## src/rtl/assert_macros.svh

```systemverilog
// ----------------------------------------------------------------------------
// Assertion macros
// Concurrent assertion wrappers, compiled out when SYNTH is defined.
// ----------------------------------------------------------------------------
`ifndef ASSERT_MACROS_SVH
`define ASSERT_MACROS_SVH

`ifndef SYNTH
// checked on every edge outside reset
`define ASSERT_RST(lbl, clk, rst_n, prop, msg) \
	lbl: assert property (@(posedge clk) disable iff (!rst_n) prop) else $error(msg);
// checked on every edge, reset included
`define ASSERT_ALW(lbl, clk, prop, msg) \
	lbl: assert property (@(posedge clk) prop) else $error(msg);
`else
`define ASSERT_RST(lbl, clk, rst_n, prop, msg)
`define ASSERT_ALW(lbl, clk, prop, msg)
`endif

`endif

```

## src/rtl/tsm_pkg.sv

```systemverilog
// ----------------------------------------------------------------------------
// Tagged stack package
// Shared sizes, codes and types of the tagged stack.
// ----------------------------------------------------------------------------
package tsm_pkg;

	localparam int DEPTH = 256;                      // number of stack cells
	localparam int CNT_W = $clog2(DEPTH + 1);        // fill count, 0..DEPTH
	localparam int CAP_W = 9;                        // capacity register
	localparam int CMP_W = (CNT_W > CAP_W) ? CNT_W : CAP_W;
	localparam int DATA_W = 8;

	typedef enum logic [1:0] {
		CMD_PUSH_DATA = 2'd0,
		CMD_POP_DATA  = 2'd1,
		CMD_PUSH_MARK = 2'd2,
		CMD_POP_MARK  = 2'd3
	} cmd_t;

	typedef enum logic [1:0] {
		ST_OK        = 2'd0,
		ST_OVERFLOW  = 2'd1,
		ST_UNDERFLOW = 2'd2,
		ST_MISMATCH  = 2'd3
	} status_t;

	// register index of capacity
	localparam logic REG_CAPACITY = 1'b0;

	typedef struct packed {
		logic              mark;
		logic [DATA_W-1:0] data;
	} entry_t;

	// shift control broadcast to every cell
	typedef struct packed {
		logic push;   // take the entry of the cell above
		logic pop;    // take the entry of the cell below
	} shift_t;

endpackage

```

## src/rtl/tsm_cell.sv

```systemverilog
// ----------------------------------------------------------------------------
// Tagged stack cell
// One stack entry; shifts toward the bottom on push, toward the top on pop.
// ----------------------------------------------------------------------------
module tsm_cell
	import tsm_pkg::*;
(
	input  logic   clk,
	input  shift_t ctl,
	input  entry_t upper,   // neighbor nearer the top (new entry for cell 0)
	input  entry_t lower,   // neighbor nearer the bottom
	output entry_t ent
);

	entry_t ent_q;

	// payload only, no reset: cells above the fill count are never read
	always_ff @(posedge clk) begin
		if (ctl.push) begin
			ent_q <= upper;
		end else if (ctl.pop) begin
			ent_q <= lower;
		end
	end

	assign ent = ent_q;

endmodule

```

## src/rtl/tagged_stack_with_marks.sv

```systemverilog
// ----------------------------------------------------------------------------
// Tagged byte stack with jump marks
// A result word appears in the cycle after its command word is taken.
// One command per cycle while no result waits on the output; the top entry sits in cell 0 of the chain.
// Reset: fill count zero, capacity 256, output empty; cell contents undefined.
// ----------------------------------------------------------------------------
`include "assert_macros.svh"

module tagged_stack_with_marks
	import tsm_pkg::*;
(
	input  logic              clk,
	input  logic              arst_n,

	// command stream
	input  logic              s_tvalid,
	output logic              s_tready,
	input  logic [7:0]        s_tdata,    // [7:0] push_value
	input  logic [1:0]        s_tuser,    // [1:0] cmd

	// result stream
	output logic              m_tvalid,
	input  logic              m_tready,
	output logic [7:0]        m_tdata,    // [7:0] pop_value
	output logic [1:0]        m_tuser,    // [1:0] status

	// register port
	input  logic              psel,
	input  logic              penable,
	input  logic              pwrite,
	input  logic [2:0]        paddr,
	input  logic [31:0]       pwdata,
	output logic [31:0]       prdata,
	output logic              pready
);

	// ---- configuration -----------------------------------------------------
	logic [CAP_W-1:0] capacity_q;
	logic             cfg_wr;

	assign pready = 1'b1;
	assign cfg_wr = psel & penable & pwrite & pready & (paddr[2] == REG_CAPACITY);

	always_ff @(posedge clk or negedge arst_n) begin
		if (!arst_n) begin
			capacity_q <= CAP_W'(256);
		end else if (cfg_wr) begin
			capacity_q <= pwdata[CAP_W-1:0];
		end
	end

	assign prdata = (paddr[2] == REG_CAPACITY) ? 32'(capacity_q) : 32'd0;

	// ---- command decode ----------------------------------------------------
	logic             acc;
	cmd_t             cmd;
	logic [CNT_W-1:0] count_q;
	entry_t           cell_ent [DEPTH];
	entry_t           top;
	entry_t           new_ent;
	logic             room;       // count below min(capacity, DEPTH)
	logic             empty;
	shift_t           shift;
	logic [7:0]       res_val;
	status_t          res_st;

	// output register splits the two sides: take a word when no result waits or the waiting one leaves
	assign s_tready = !m_tvalid || m_tready;
	assign acc      = s_tvalid & s_tready;
	assign cmd      = cmd_t'(s_tuser);
	assign top      = cell_ent[0];
	assign empty    = (count_q == '0);
	assign room     = (CMP_W'(count_q) < CMP_W'(capacity_q))
	               && (CMP_W'(count_q) < CMP_W'(DEPTH));

	always_comb begin
		shift   = '0;
		new_ent = '0;
		res_val = '0;
		res_st  = ST_OK;
		unique case (cmd)
			CMD_PUSH_DATA: begin
				new_ent.data = s_tdata;
				shift.push   = room;
				res_st       = room ? ST_OK : ST_OVERFLOW;
			end
			CMD_PUSH_MARK: begin
				new_ent.mark = 1'b1;
				shift.push   = room;
				res_st       = room ? ST_OK : ST_OVERFLOW;
			end
			CMD_POP_DATA: begin
				// wrong tag still drops the entry
				shift.pop = !empty;
				if (empty) begin
					res_st = ST_UNDERFLOW;
				end else if (top.mark) begin
					res_st = ST_MISMATCH;
				end else begin
					res_val = top.data;
				end
			end
			CMD_POP_MARK: begin
				shift.pop = !empty;
				if (empty) begin
					res_st = ST_UNDERFLOW;
				end else if (!top.mark) begin
					res_st = ST_MISMATCH;
				end
			end
			default: begin
				res_st = ST_OK;
			end
		endcase
		if (!acc) begin
			shift = '0;
		end
	end

	// ---- fill count --------------------------------------------------------
	always_ff @(posedge clk or negedge arst_n) begin
		if (!arst_n) begin
			count_q <= '0;
		end else if (shift.push) begin
			count_q <= count_q + 1'b1;
		end else if (shift.pop) begin
			count_q <= count_q - 1'b1;
		end
	end

	// ---- cell chain: cell 0 is the top of stack ----------------------------
	for (genvar i = 0; i < DEPTH; i++) begin : g_cell
		entry_t up_ent;
		entry_t lo_ent;
		if (i == 0) begin : g_first
			assign up_ent = new_ent;
		end else begin : g_mid_up
			assign up_ent = cell_ent[i-1];
		end
		if (i == DEPTH - 1) begin : g_last
			assign lo_ent = '0;
		end else begin : g_mid_lo
			assign lo_ent = cell_ent[i+1];
		end
		tsm_cell u_cell (
			.clk   (clk),
			.ctl   (shift),
			.upper (up_ent),
			.lower (lo_ent),
			.ent   (cell_ent[i])
		);
	end

	// ---- result register ---------------------------------------------------
	logic       m_tvalid_q;
	logic [7:0] m_tdata_q;
	status_t    m_tuser_q;

	always_ff @(posedge clk or negedge arst_n) begin
		if (!arst_n) begin
			m_tvalid_q <= 1'b0;
		end else if (acc) begin
			m_tvalid_q <= 1'b1;
		end else if (m_tready) begin
			m_tvalid_q <= 1'b0;
		end
	end

	always_ff @(posedge clk) begin
		if (acc) begin
			m_tdata_q <= res_val;
			m_tuser_q <= res_st;
		end
	end

	assign m_tvalid = m_tvalid_q;
	assign m_tdata  = m_tdata_q;
	assign m_tuser  = m_tuser_q;

	// ---- checks ------------------------------------------------------------
	`ASSERT_ALW(a_count_bound, clk, (CMP_W'(count_q) <= CMP_W'(DEPTH)), "fill count above depth")
	`ASSERT_RST(a_push_counts, clk, arst_n, (shift.push |=> count_q == $past(count_q) + 1'b1), "push lost in count")
	`ASSERT_RST(a_acc_result, clk, arst_n, (acc |=> m_tvalid), "accepted word gave no result")
	`ASSERT_RST(a_underflow, clk, arst_n, ((acc && empty && (cmd == CMD_POP_DATA || cmd == CMD_POP_MARK)) |=> (m_tuser_q == ST_UNDERFLOW && count_q == '0)), "empty pop not flagged")

endmodule
```

## config.mk

```make
export PLATFORM = sky130hd
export DESIGN_NAME = tagged_stack_with_marks
export DESIGN_NICKNAME = d
export VERILOG_FILES = /design/src/rtl/tsm_pkg.sv /design/src/rtl/tsm_cell.sv /design/src/rtl/tagged_stack_with_marks.sv
export VERILOG_INCLUDE_DIRS = /design/src /design/src/rtl
export SDC_FILE = /design/constraint.sdc
export NUM_CORES = 2
export LEC_CHECK = 0
export ABC_CLOCK_PERIOD_IN_PS = 13300
export BUFFER_PORTS_ARGS = -buffer_cell sky130_fd_sc_hd__buf_2
export CAP_MARGIN = 0
export CORE_ASPECT_RATIO = 1.1
export CORE_UTILIZATION = 32
export CTS_CLUSTER_DIAMETER = 100
export CTS_CLUSTER_SIZE = 10
export DETAILED_ROUTE_END_ITERATION = 16
export MAX_ROUTING_LAYER = met4
export PLACE_DENSITY_LB_ADDON = 0.05
export SLEW_MARGIN = 20
export SYNTH_ARGS = -nofsm -noshare
export SYNTH_HDL_FRONTEND = slang
export SYNTH_HIERARCHICAL = 1
export SYNTH_SLANG_ARGS = --single-unit
```

## constraint.sdc

```tcl
create_clock -name clk -period 13.3 [get_ports clk]
set_input_delay 0.665 -clock clk [delete_from_list [all_inputs] [get_ports clk]]
set_output_delay 0.665 -clock clk [all_outputs]
set_load 0.01 [all_outputs]
```

==> impl_metrics.yaml <==
status:
  status: "finished clean"
synth:
  yosys.area.top_type: "edfxtp_1"
  ys_seq_elements: 2333
  synth_top_cell_area_share_pct: 63.0
  synth_edf_count: 2314
  synthArstFlopShare_pct: 0.814
  ys_warn_count: 6
  synth-seq-area-share_pct: 63.5
  netlist_area_um2: 110000
  synthesis.instances: 5317
  yosys.cell_types.count: 42
  synth.avg_cell_area_um2: 20.7
  synth.area.top_cells: "edfxtp_1, mux2_4, buf_6"
  ys.flop_type: "edfxtp_1"
setup_path:
  cp_top_family: "buffers and inverters"
  cp_slowest_cell: "buf_4"
  required_ps: 13910
  cp_cell_sequence: "inv_1 -> ha_1 -> nand4_1 -> nor2_1 -> a21oi_1 -> nand2_1 -> inv_8 -> buf_12 -> buf_4 -> buf_4 -> mux2_4"
  timing.rr.end: "g_cell[223].u_cell/ent[7]"
  crit_type: "reg2reg"
  r2r_slack_ps: 7350
  cp_max_fo: 103
  reg2reg_depth: 11
  cp_num_buf_inv: 5
  cp-start-kind: "register"
  worstReg2RegStart: "capacity_q[8]"
  cp_common_cell: "buf_4"
  slowest_delay_ps: 960
  arrival_ps: 6560
  crit_path_end_kind: "register"
cts:
  root_buffer: "clkbuf_16"
  clock_latency_ps: 870
  clockBufferDepth: 4
  post_cts_resized: 0
  cts_tree: "built"
  cts_num_sinks: 2333
  numCtsBuffers: 271
  clkTransAtPathRegs_ps: 60
  cts.htree.levels: 5
die:
  start_util_pct: 32.2
  chipWidth_um: 562
  ioPinCount: 97
  die_h_um: 618
  core_um2: 342000
  num_rows: 225
  dieArea_um2: 347000
power_and_ir_drop:
  comb_power_share_pct: 9.8
  ir_worst_vdd_uv: 90.4
  seqPwrFrac_pct: 50.7
  switchingPower_mw: 3.99
  clockPowerShare_pct: 39.5
  p_int_mw: 12.9
  switching_share_pct: 23.7
  p_leak_nw: 36.2
  power.total_mw: 16.9
  p_per_area_nw_per_um2: 139
global_routing:
  grt_overflow_total: 0
  grt_usage_pct: 11.9
  grt_pass1_wl_um: 323000
  grt_start_max_net_pins: 184
  antenna_found_initial: 5
  first_global_vias: 52300
job:
  drv_cap: 0
place:
  post_dp_cell_area_um2: 114000
  dp_cells: 9691
  dp_slack_ps: 7370
  gp_congestion: 0.667
  io_buffers: 47
  hpwl_um: 122000
route:
  wl_um: 203000
  dr.pass1.iters: 5
  drtIter0Drc: 2934
  ant_nets: 0
  vias_per_cell: 4.53
  post_drt_wl_per_cell_um: 20.2
  vias: 45300
  drcViolationCount: 0
timing:
  finalHoldViolCount: 0
  max_slew_margin_pct: 16.6
  drv_slew: 0
  grt_setup_unrepaired: "false"
  min_period_ps: 5950
  fmax_ghz: 0.168
  setup_tns_ps: 0
  tightest_slew_ps: 1250
  finalCritPeriodShare_pct: 44.8
  finalSetupViolations: 0
  timing.hold.ws_ps: 121
  fin_worst_skew_ps: 31.0
  fin_ws_ps: 7350
hold_path:
  whs_path_depth: 3
  min_path_type: "in2reg"
  holdPathEnd: "m_tvalid"
  min_from: "m_tready"
finish:
  final_area_um2: 121000
  nets: 5504
  areaGrowthSynthToFinish_pct: 9.81
  final_util_pct: 35.4
  drive_gt1_share_pct: 49.5
  stdcell_count: 10000
  fill_cells: 31700
[state kept, by name, indices dropped and copies added, names as in the netlist]
| name | count |
|---|---|
| m_tuser | 2 |
| m_tvalid | 1 |
| g_cell.u_cell/ent | 2304 |
| count_q | 9 |
| capacity_q | 9 |
| m_tdata | 8 |
[worst max path at each step]
stage / start / endpoint / slack, ps / cells after the start
detailed placement: capacity_q[8] / g_cell[233].u_cell/ent[6] / 7370 / 11
floorplan: capacity_q[8] / count_q[6] / 2560 / 13
finish: capacity_q[8] / g_cell[223].u_cell/ent[7] / 7350 / 11
CTS: capacity_q[8] / g_cell[232].u_cell/ent[5] / 7370 / 11
global route: capacity_q[8] / g_cell[230].u_cell/ent[7] / 6950 / 11
global placement: capacity_q[8] / g_cell[234].u_cell/ent[5] / 7360 / 11
[layout make-up]
class | count | area (µm²) | area share (%)
multi-input cells | 2720 | 37300 | 30.8
diodes | 3 | 7.51 | 0.00620
repair buffers | 97 | 788 | 0.651
clock inverters | 16 | 174 | 0.144
clock buffers | 294 | 7100 | 5.87
flip-flops and latches | 2333 | 70000 | 57.8
well taps | 4540 | 5680 | 4.69
inverters | 13 | 56.3 | 0.0465
[kinds of logic (layout without fill, tap and decap cells)]
family                     count (synthesis)  in the layout  share of synthesized area [%]
and+or+nand+nor                          317            317                           1.74
buffers and inverters                    295            420                           2.83
other                                      2             36                        0.00681
DFF                                     2333           2333                           63.5
AOI/OAI and AO/OA                         28             28                          0.174
xor gates and xnor gates                   6              6                         0.0477
muxes                                   2320           2320                           31.5
adders and majority gates                 16             16                          0.188
[worst register-to-register path, stage by stage, from the launching register on]
cell and delay (ps):
dfstp_2 520, inv_1 60, ha_1 330, nand4_1 120, nor2_1 60, a21oi_1 400
nand2_1 430, inv_8 720, buf_12 690, buf_4 1000, buf_4 980, mux2_4 410
[routing by layer]
layer  vias to the layer above  GRT usage (%)  share of wire [%]
met2                       508           17.3                 44
li1                      20800              -                  -
met3                       307           2.01                3.3
met4                         0           2.94                2.1
met1                     23700           17.1                 51
met5                         -              -                  0
[synthesized netlist by cell type, types with 2 or more instances]
cell type	count
a211oi_1	2
a21oi_1	8
and2_1	16
buf_4	24
buf_6	256
conb_1	2
dfrtp_1	18
edfxtp_1	2314
ha_1	15
inv_1	13
mux2_2	15
mux2_4	2304
nand2_1	8
nand2b_1	2
nand3_1	3
nor2_1	16
nor2b_1	4
nor3_1	3
o21a_1	3
o21ai_0	4
o22ai_1	3
o31a_1	2
or2_1	256
or3_1	3
xnor2_1	6
[placed cells by master, fill, tap and decap left out, types with 6 or more instances in the layout]
cell type,count
a21oi_1,8
and2_1,16
buf_12,12
buf_2,47
buf_4,27
clkbuf_1,12
clkbuf_16,282
conb_1,33
dfrtp_1,18
dlygate4sd3_1,11
edfxtp_1,2314
ha_1,15
inv_1,12
inv_6,11
mux2_2,15
mux2_4,2304
nand2_1,8
nor2_1,16
or2_1,256
xnor2_1,6
[power groups by stage]
stage | Clock [mW] | Combinational (mW) | Sequential, mW
floorplan | 0 | 1.53 | 8.64
CTS | 7.04 | 1.69 | 8.55
global placement | 0 | 1.68 | 8.70
detailed placement | 0 | 1.68 | 8.70
finish | 6.66 | 1.65 | 8.54
global route | 7.25 | 1.81 | 8.56
[what timing repair did]
item                      4_1_cts  5_1_grt
hold buffers                   11        0
hold endpoints to repair       28        0
buffers inserted                0        0
Note: power is estimated with default switching activity, not from simulation.
